==> src/hw/rtl/gear_event_ring_logger_defines.svh <==
// Assertion macros used by the gear event ring logger datapath.
`ifndef GEAR_EVENT_RING_LOGGER_DEFINES_SVH
`define GEAR_EVENT_RING_LOGGER_DEFINES_SVH

// Property that must hold at every clock edge out of reset.
`define GERL_ASSERT(lbl, clk, rstn, prop, msg) \
	lbl: assert property (@(posedge clk) disable iff (!rstn) (prop)) else $error(msg);

// Antecedent in one cycle implies the consequent in the next.
`define GERL_ASSERT_NEXT(lbl, clk, rstn, ante, cons, msg) \
	lbl: assert property (@(posedge clk) disable iff (!rstn) (ante) |=> (cons)) else $error(msg);

`endif

==> src/hw/rtl/gerl_pkg.sv <==
// Package: types, codes, defaults and helpers for the gear event ring logger.
package gerl_pkg;

	localparam int LOG_DEPTH_DEF = 10;
	localparam int TOP_GEAR_DEF  = 6;

	localparam logic       OP_SAMPLE = 1'b0;
	localparam logic       OP_READ   = 1'b1;
	localparam logic [1:0] KEY_UP    = 2'd1;
	localparam logic [1:0] KEY_DOWN  = 2'd2;

	localparam int SPEED_SCALE = 100;
	localparam int ADC_FULL    = 1023;

	typedef enum logic [1:0] {
		ST_IDLE,
		ST_EXEC,
		ST_RESP
	} state_t;

	typedef struct packed {
		logic load;
		logic exec;
	} cmd_t;

	// tens*10 + units, digits above nine are taken as they stand
	function automatic logic [7:0] bcd_to_bin(input logic [3:0] tens, input logic [3:0] units);
		return (8'(tens) * 8'd10) + 8'(units);
	endfunction

endpackage

==> src/hw/rtl/gerl_ctrl.sv <==
// Controller: sequences capture, execute and result transfer of one item.
module gerl_ctrl (
	input  logic          clk,
	input  logic          arst_n,
	input  logic          in_valid,
	output logic          in_stall,
	output logic          out_valid,
	input  logic          out_stall,
	output gerl_pkg::cmd_t cmd
);
	import gerl_pkg::*;

	state_t state_q;
	state_t state_nxt;

	always_ff @(posedge clk or negedge arst_n) begin
		if (!arst_n) begin
			state_q <= ST_IDLE;
		end else begin
			state_q <= state_nxt;
		end
	end

	always_comb begin
		state_nxt = state_q;
		unique case (state_q)
			ST_IDLE: begin
				if (in_valid) state_nxt = ST_EXEC;
			end
			ST_EXEC: begin
				state_nxt = ST_RESP;
			end
			ST_RESP: begin
				if (!out_stall) state_nxt = ST_IDLE;
			end
			default: begin
				state_nxt = ST_IDLE;
			end
		endcase
	end

	always_comb begin
		in_stall  = 1'b1;
		out_valid = 1'b0;
		cmd       = '0;
		unique case (state_q)
			ST_IDLE: begin
				in_stall = 1'b0;
				cmd.load = in_valid;
			end
			ST_EXEC: begin
				cmd.exec = 1'b1;
			end
			ST_RESP: begin
				out_valid = 1'b1;
			end
			default: begin
				in_stall = 1'b1;
			end
		endcase
	end

endmodule

==> src/hw/rtl/gerl_dpath.sv <==
// Datapath: gear state, speed scaling, BCD conversion and the record ring.
module gerl_dpath #(
	parameter int LOG_DEPTH = gerl_pkg::LOG_DEPTH_DEF,
	parameter int TOP_GEAR  = gerl_pkg::TOP_GEAR_DEF
) (
	input  logic           clk,
	input  logic           arst_n,
	input  gerl_pkg::cmd_t cmd,
	input  logic           operation,
	input  logic [1:0]     key_event,
	input  logic [7:0]     hours_bcd,
	input  logic [7:0]     minutes_bcd,
	input  logic [7:0]     seconds_bcd,
	input  logic [9:0]     speed_sample,
	input  logic [3:0]     read_slot,
	output logic [2:0]     current_gear,
	output logic [6:0]     current_speed,
	output logic           record_written,
	output logic           record_valid,
	output logic [5:0]     rec_hours,
	output logic [7:0]     rec_minutes,
	output logic [7:0]     rec_seconds,
	output logic [6:0]     rec_speed,
	output logic [2:0]     rec_gear,
	output logic [4:0]     stored_count,
	output logic [3:0]     next_slot
);
	import gerl_pkg::*;
	`include "gear_event_ring_logger_defines.svh"

	localparam int PTR_W = $clog2(LOG_DEPTH);
	localparam int CNT_W = $clog2(LOG_DEPTH + 1);

	// captured item
	logic        op_q;
	logic [1:0]  key_q;
	logic [7:0]  hours_q;
	logic [7:0]  minutes_q;
	logic [7:0]  seconds_q;
	logic [16:0] prod_q;
	logic [3:0]  slot_q;

	// control state
	logic [2:0]       gear_q;
	logic [2:0]       gear_logged_q;
	logic [PTR_W-1:0] wptr_q;
	logic [CNT_W-1:0] count_q;

	// result
	logic [6:0]  speed_q;
	logic        written_q;
	logic        valid_q;
	logic [31:0] rd_word_q;

	logic [31:0] mem_q [LOG_DEPTH];

	logic [2:0]  gear_nxt;
	logic [6:0]  quot_est;
	logic [10:0] rem_est;
	logic [6:0]  speed_nxt;
	logic [5:0]  hh;
	logic [7:0]  mm;
	logic [7:0]  ss;
	logic [31:0] word_nxt;
	logic        wr_en;
	logic        rd_hit;

	always_ff @(posedge clk) begin
		if (cmd.load) begin
			op_q      <= operation;
			key_q     <= key_event;
			hours_q   <= hours_bcd;
			minutes_q <= minutes_bcd;
			seconds_q <= seconds_bcd;
			prod_q    <= 17'(speed_sample) * 17'(SPEED_SCALE);
			slot_q    <= read_slot;
		end
	end

	always_comb begin
		gear_nxt = gear_q;
		if (op_q == OP_SAMPLE) begin
			priority if (key_q == KEY_UP && gear_q < 3'(TOP_GEAR)) begin
				gear_nxt = gear_q + 3'd1;
			end else if (key_q == KEY_DOWN && gear_q != 3'd0) begin
				gear_nxt = gear_q - 3'd1;
			end else begin
				gear_nxt = gear_q;
			end
		end
	end

	// x/1023: estimate x>>10, remainder is (x mod 1024) + estimate, below 2*1023
	assign quot_est  = prod_q[16:10];
	assign rem_est   = {1'b0, prod_q[9:0]} + 11'(quot_est);
	assign speed_nxt = quot_est + ((rem_est >= 11'(ADC_FULL)) ? 7'd1 : 7'd0);

	assign hh = 6'(bcd_to_bin({2'b00, hours_q[5:4]}, hours_q[3:0]));
	assign mm = bcd_to_bin(minutes_q[7:4], minutes_q[3:0]);
	assign ss = bcd_to_bin(seconds_q[7:4], seconds_q[3:0]);
	assign word_nxt = {gear_nxt, speed_nxt, ss, mm, hh};

	assign wr_en  = (op_q == OP_SAMPLE) && (gear_nxt != gear_logged_q);
	assign rd_hit = (op_q == OP_READ) && ({1'b0, slot_q} < 5'(count_q))
		&& (5'(slot_q) < 5'(LOG_DEPTH));

	always_ff @(posedge clk or negedge arst_n) begin
		if (!arst_n) begin
			gear_q        <= '0;
			gear_logged_q <= '0;
			wptr_q        <= '0;
			count_q       <= '0;
		end else if (cmd.exec) begin
			gear_q <= gear_nxt;
			if (wr_en) begin
				gear_logged_q <= gear_nxt;
				if (wptr_q == PTR_W'(LOG_DEPTH - 1)) begin
					wptr_q <= '0;
				end else begin
					wptr_q <= wptr_q + PTR_W'(1);
				end
				if (count_q != CNT_W'(LOG_DEPTH)) begin
					count_q <= count_q + CNT_W'(1);
				end
			end
		end
	end

	always_ff @(posedge clk) begin
		if (cmd.exec) begin
			speed_q   <= (op_q == OP_SAMPLE) ? speed_nxt : 7'd0;
			written_q <= wr_en;
			valid_q   <= rd_hit;
		end
	end

	always_ff @(posedge clk) begin
		if (cmd.exec && wr_en) begin
			mem_q[wptr_q] <= word_nxt;
		end
	end

	always_ff @(posedge clk) begin
		if (cmd.exec) begin
			rd_word_q <= mem_q[slot_q[PTR_W-1:0]];
		end
	end

	assign current_gear   = gear_q;
	assign current_speed  = speed_q;
	assign record_written = written_q;
	assign record_valid   = valid_q;
	assign rec_hours      = valid_q ? rd_word_q[5:0]   : 6'd0;
	assign rec_minutes    = valid_q ? rd_word_q[13:6]  : 8'd0;
	assign rec_seconds    = valid_q ? rd_word_q[21:14] : 8'd0;
	assign rec_speed      = valid_q ? rd_word_q[28:22] : 7'd0;
	assign rec_gear       = valid_q ? rd_word_q[31:29] : 3'd0;
	assign stored_count   = 5'(count_q);
	assign next_slot      = 4'(wptr_q);

	`GERL_ASSERT(a_count_bound, clk, arst_n, count_q <= CNT_W'(LOG_DEPTH), "record count above depth")
	`GERL_ASSERT(a_wptr_bound, clk, arst_n, 5'(wptr_q) < 5'(LOG_DEPTH), "write slot out of ring")
	`GERL_ASSERT_NEXT(a_logged_tracks, clk, arst_n, cmd.exec && wr_en, gear_logged_q == gear_q && count_q != '0, "logged gear not updated on record write")

endmodule

==> src/hw/rtl/gear_event_ring_logger.sv <==
// Top level of the gear event ring logger: controller plus datapath.
// Each item passes through these steps: the cycle of its transfer in, at
// whose edge the item is captured and sample*100 formed; the execute step,
// which updates the gear, finishes the scaling and writes or reads the record
// ring (one write port, one read port); the response step, which offers the
// result, held until out_stall is low. A new item is taken only after the
// previous result has been transferred, so items do not overlap. No clearing
// pass after reset: record slots are only read once written.
module gear_event_ring_logger #(
	parameter int LOG_DEPTH = gerl_pkg::LOG_DEPTH_DEF,
	parameter int TOP_GEAR  = gerl_pkg::TOP_GEAR_DEF
) (
	input  logic       clk,
	input  logic       arst_n,
	input  logic       in_valid,
	output logic       in_stall,
	input  logic       operation,
	input  logic [1:0] key_event,
	input  logic [7:0] hours_bcd,
	input  logic [7:0] minutes_bcd,
	input  logic [7:0] seconds_bcd,
	input  logic [9:0] speed_sample,
	input  logic [3:0] read_slot,
	output logic       out_valid,
	input  logic       out_stall,
	output logic [2:0] current_gear,
	output logic [6:0] current_speed,
	output logic       record_written,
	output logic       record_valid,
	output logic [5:0] rec_hours,
	output logic [7:0] rec_minutes,
	output logic [7:0] rec_seconds,
	output logic [6:0] rec_speed,
	output logic [2:0] rec_gear,
	output logic [4:0] stored_count,
	output logic [3:0] next_slot
);
	import gerl_pkg::*;

	cmd_t cmd;

	gerl_ctrl u_ctrl (
		.clk       (clk),
		.arst_n    (arst_n),
		.in_valid  (in_valid),
		.in_stall  (in_stall),
		.out_valid (out_valid),
		.out_stall (out_stall),
		.cmd       (cmd)
	);

	gerl_dpath #(
		.LOG_DEPTH (LOG_DEPTH),
		.TOP_GEAR  (TOP_GEAR)
	) u_dpath (
		.clk            (clk),
		.arst_n         (arst_n),
		.cmd            (cmd),
		.operation      (operation),
		.key_event      (key_event),
		.hours_bcd      (hours_bcd),
		.minutes_bcd    (minutes_bcd),
		.seconds_bcd    (seconds_bcd),
		.speed_sample   (speed_sample),
		.read_slot      (read_slot),
		.current_gear   (current_gear),
		.current_speed  (current_speed),
		.record_written (record_written),
		.record_valid   (record_valid),
		.rec_hours      (rec_hours),
		.rec_minutes    (rec_minutes),
		.rec_seconds    (rec_seconds),
		.rec_speed      (rec_speed),
		.rec_gear       (rec_gear),
		.stored_count   (stored_count),
		.next_slot      (next_slot)
	);

endmodule
==> config.mk <==
export PLATFORM = sky130hd
export DESIGN_NAME = gear_event_ring_logger
export DESIGN_NICKNAME = d
export VERILOG_FILES = /design/src/hw/rtl/gerl_pkg.sv /design/src/hw/rtl/gerl_ctrl.sv /design/src/hw/rtl/gerl_dpath.sv /design/src/hw/rtl/gear_event_ring_logger.sv
export VERILOG_INCLUDE_DIRS = /design/src /design/src/hw/rtl
export SDC_FILE = /design/constraint.sdc
export NUM_CORES = 1
export LEC_CHECK = 0
export BUFFER_PORTS_ARGS = -buffer_cell sky130_fd_sc_hd__buf_2
export CORE_UTILIZATION = 40
export CTS_CLUSTER_DIAMETER = 30
export DETAILED_ROUTE_END_ITERATION = 6
export PLACE_DENSITY = 0.54
export SLEW_MARGIN = 25
export SYNTH_ARGS = -nofsm -noshare
export SYNTH_HDL_FRONTEND = slang
export SYNTH_SLANG_ARGS = --single-unit
==> constraint.sdc <==
create_clock -name clk -period 6.43 [get_ports clk]
set_clock_uncertainty 0.05 [all_clocks]
set_input_delay 0.9645 -clock clk [delete_from_list [all_inputs] [get_ports clk]]
set_output_delay 0.9645 -clock clk [all_outputs]
set_load 0.02 [all_outputs]
# [Yosys cells after proc, flatten, opt, wreduce, memory -nomap -nowiden]
# Memory sizes are Yosys's and may differ from the RTL's. A register that Yosys moved wholly into a read port is not among the register bits.
# Index checks and enable logic that the tools add are counted.
[op_classes] n_addsub=9 reduce_logical=11 bitwise=1 mul=4 muxes=19 eq_ne=9 n_lt_le_gt_ge=4
[ops] op="adder 8 x 4 -> 8 bit" count=2
[ops] op="two-way mux 8 bit" count=2
[ops] op="multiplier 10 x 5 -> 15 bit, second input constant" count=1
[ops] op="multiplier 4 x 3 -> 7 bit, second input constant" count=2
[ops] op="two-way mux 3 bit" count=4
[ops] op="adder 10 x 7 -> 11 bit" count=1
[ops] op=">= comparator 11 x 10 -> 1 bit, second input constant" count=1
[ops] op="adder 4 x 1 -> 4 bit, second input constant" count=2
[ops] op="adder 7 bit" count=1
[ops] op="two-way mux 1 bit" count=7
[ops] op="two-way mux 7 bit" count=1
[ops] op="adder 6 x 4 -> 6 bit" count=1
[ops] op="logical AND 1 bit" count=6
[ops] op="two-way mux 6 bit" count=1
[ops] op="one-hot mux 2 bit (3 select lines)" count=1
[ops] op="multiplier 2 x 3 -> 5 bit, second input constant" count=1
[ops] op="== test 2 x 1 -> 1 bit, second input constant" count=2
[ops] op="== test 2 bit, second input constant" count=2
[ops] op="== test 4 bit, second input constant" count=1
[ops] op="< comparator 4 bit" count=1
[ops] op="< comparator 4 bit, second input constant" count=1
[ops] op="two-way mux 2 bit" count=2
[ops] op="two-way mux 4 bit" count=1
[ops] op="inequality test 2 bit, second input constant" count=2
[ops] op="other kinds (10)" count=11
[totals] ramBits=320 mem_count=1 elab_cells=73 input_bits=45 output_inout_bits=55 regBits=69
[mem_list] name="u_dpath.mem_q" words=10 word_bits=32 rd=1 rd_clocked_by_memory_dff=1 wr=1 line="gerl_dpath.sv:55" text="logic [31:0] mem_q [LOG_DEPTH];"

# [Longest topological paths before layout]
[logic_depth] ltp_word=10 ltp_mapped=15 depth_no_buf=15

# [Modules after synthesis]
# A second synthesis with hierarchy kept.
[hier_totals] hier_cells=1003 hier_area_um2=17810.8
[modules_own_cells] module="gerl_dpath" area_each_um2=17715.7 n_inst=1 cells_per_inst=993
[modules_own_cells] module="gerl_ctrl" area_each_um2=95.1 n_inst=1 cells_per_inst=10

# [Worst setup path after synthesis]
# No wires, ideal clock.
[synth_path] path_kind="register -> register" from="reg u_dpath.gear_q[0], in the netlist u_dpath.current_gear[0]" to="mem u_dpath.mem_q[4][0], enable pin" path_stages_with_launch=11 arrival_time_ns=4.556 period_less_slack_ns=5.067 t_required_ns=5.919 path_buffers=1 setup_slack_ns=1.363 setup_ns=0.461 cell_sequence="dfrtp_1 -> inv_1 -> ha_1 -> nand2b_1 -> a22oi_2 -> o31a_1 -> or3_4 -> a311oi_4 -> buf_6 -> nand2_1 -> nor3_1"
[synth_via] elab_chain_cells=10
[synth_lines] element="from (decl)" line="gerl_dpath.sv:44" text="logic [2:0] gear_q;"
[synth_lines] element="from (signal assigned)" line="gerl_dpath.sv:114" text="gear_q <= gear_nxt;"
[synth_lines] element="branches (longest 4 deep; another with subtractor 3 x 1 -> 3 bit)"
[synth_lines] element="two-way mux 3 bit (*)" line="gerl_dpath.sv:82" text="if (op_q == OP_SAMPLE) begin"
[synth_lines] element="inequality test 3 bit (*)" line="gerl_dpath.sv:103" text="assign wr_en = (op_q == OP_SAMPLE) && (gear_nxt != gear_logged_q);"
[synth_lines] element="logical AND 1 bit (*)" line="gerl_dpath.sv:103"
[synth_lines] element="logical AND 1 bit (*)" line="gerl_dpath.sv:138" text="if (cmd.exec && wr_en) begin"
[synth_lines] element="two-way mux 1 bit (*)" line="gerl_dpath.sv:138"
[synth_lines] element="two-way mux 1 bit (not written as such) (*)" line="gerl_dpath.sv:139" text="mem_q[wptr_q] <= word_nxt;"
[synth_lines] element="to (decl)" line="gerl_dpath.sv:55"
# Mark *: on every way between the ends.

# [Worst setup path in the final report]
[layout_path] from="reg u_dpath.gear_q[1], in the netlist u_dpath.current_gear[1]" to="mem u_dpath.mem_q[5][6], enable pin"
# The elaborated chain is that of the path after synthesis.

==> metrics.txt <==
run status=finished, final reports clean; WL per Instance=19.5 um; clock transition at the registers of the reported paths=0.04 ns; relative max-transition margin=0.325; Post CTS Setup Buffer Count=0; CTS Hold Bufs=0; maximum vdd drop=229 uV; Max Transition Viols Final=0; most frequent cell after synthesis=edfxtp_1; Clk pwr share=0.449; critical path launch point type=register; CTS max path bufs=3; CTS tree=built; synthesis-stage register bit count=421; setup TNS=0 ns; Crit Path Max Fanout=26; top post-synthesis cells by area=edfxtp_1, mux4_2, ha_1; leakage power=8.07 nW; Final Instance Count excl. Fillers=1851; most instantiated cells after synthesis=edfxtp_1, ha_1, mux4_2, inv_1, a21oi_1; Crit path required time=6.67 ns; Final WS setup=1.99 ns; layout cells sized above 1=0.280; Die H=213 um; TritonCTS Buffers=91; Syn Inst Count=1017; arrival time at the worst endpoint=4.68 ns; Flop pwr share=0.371; global-route wire length before repair=55900 um; Post-synth EDFFs=405; DR pass1 iterations=5; die area=45500 um^2; ys async rst share=0.0380; initial antenna violation count=3; Final Hold Vio Count=0; Clock Sinks=421; Ys Warns=0; Setup-failing EPs final=0; GP Congestion=0.738; Finished Core Util=0.504; placed insts=1682; Post-DP HPWL=19900 um; total net switching power=0.00280 W; Synth top area share=0.682; CTS root buffer=clkbuf_16; post-synth top area cell=edfxtp_1; Pwr Density=460 nW/um^2; fin crit period=4.44 ns; unrepaired setup endpoints after global routing=no; design internal power=0.00744 W; Mapped Area=17800 um^2; max cap viols=0; Total GRT Usage=0.167; post_cts resized=0; CP Capture Type=register; Remaining DRCs=0; crit share post-route=0.690; Crit Path Category=register to register; grt ovf=0; FP Rows=77; Nets=1305; initial cell density of the core=0.404; die width=213 um; worst hold path type=input pin to async pin; Clock Latency Late Sink=0.60 ns; H-tree Lvls=3; vias in the first global route=9657; syn nets=1139; area grow syn2layout=24.7%; Gate power share=0.180; largest net degree at the start of global routing=98; WL final=36200 um; port bufs=96; Unique masters post-synth=55; Main synth FF type=edfxtp_1; Vias=9197; drt initial violations=542; Top Ports=100; fmax=0.225 GHz; DP Worst Slack=1.95 ns; register area share after synthesis=0.704; routed vias/inst=4.97; Worst-Margin Slew=1.01 ns; DRT antenna net count=0; CORE AREA=44100 um^2; switching share of total power=0.273; average size of a mapped cell=17.5 um^2
[power by group through the flow]
stage	registers [W]	logic (W)	clock network, W
finish	0.00380	0.00184	0.00460
global route	0.00383	0.00206	0.00482
CTS	0.00380	0.00189	0.00468
detailed placement	0.00385	0.00188	0
global placement	0.00384	0.00184	0
floorplan	0.00384	0.00125	0
[path summary, 6_finish.rpt]
check,from,end,slack [ns],depth (start not counted)
min in group clk,seconds_bcd[0],u_dpath.seconds_q[0],0.49,1
max reg2reg,u_dpath.current_gear[1],u_dpath.mem_q[5][6],1.99,10
max in group asynchronous,arst_n,u_dpath.next_slot[3],5.80,1
max,u_dpath.current_gear[1],u_dpath.mem_q[5][6],1.99,10
min reg2reg,u_dpath.gear_logged_q[0],u_dpath.gear_logged_q[0],0.49,1
min,arst_n,u_ctrl.state_q[1],0.25,1
[critical path, cell delays in order, from the launching register on]
cell and delay [ns]:
dfrtp_1 0.45, inv_1 0.14, ha_1 0.20, nand2b_1 0.08, a22oi_2 0.08, nor4_1 0.46
o21ai_0 0.26, a311oi_4 0.76, nand2_1 0.41, nor2_4 0.89, buf_4 0.34
[per-layer routing]
metal  vias up  track usage  part of all wire
met5         -            0                 0
met4         0       0.0596             0.016
met3        41       0.0349             0.040
met2       197        0.273              0.50
met1      4636        0.220              0.45
li1       4323            -                 -
[stage by stage]
stage          total power, W  area, um^2  hold slack, ns
6_report               0.0102       22300           0.246
5_1_grt                0.0107       22300           0.267
4_1_cts                0.0104       22200           0.230
3_5_place_dp          0.00573       19100           0.490
3_3_place_gp          0.00568       19100           0.479
2_1_floorplan         0.00509       17800           0.448
[layout by cell type (no fill, tap or decap), types with 20 or more instances in the layout]
cell type	Yosys	layout
clkbuf_16	0	94
edfxtp_1	405	405
and2_1	37	37
nor2_1	28	20
mux4_2	64	64
mux2i_1	36	36
ha_1	66	66
inv_1	47	46
buf_2	1	96
a21oi_1	45	45
nor2b_1	44	44
xnor2_1	31	29
nand2_1	23	23
a211oi_1	32	32
[flip-flops by register name, indices dropped and copies added (netlist names), 6 cells and up]
| register | flops |
|---|---|
| u_dpath.rd_word_q | 32 |
| u_dpath.hours_q | 6 |
| u_dpath.prod_q | 15 |
| u_dpath.seconds_q | 8 |
| u_dpath.mem_q | 320 |
| u_dpath.current_speed | 7 |
| u_dpath.minutes_q | 8 |
[final cells by class]
cell class	instances	area (um^2)
Clock buffer	99	2370
Tap cell	592	741
Sequential cell	421	12600
Inverter	47	176
Clock inverter	69	728
Antenna cell	1	2.50
Timing Repair Buffer	114	632
Multi-Input combinational cell	508	5040
Fill cell	3699	21900
[cells by family after synthesis]
logic type | synth area share
and+or+nand+nor | 0.0517
buffers and inverters | 0.0194
xor gates and xnor gates | 0.0182
muxes | 0.103
adders and majority gates | 0.0586
DFF | 0.704
AOI/OAI and AO/OA | 0.0444
other | 0.000210
(Power assumes the default switching activity.)
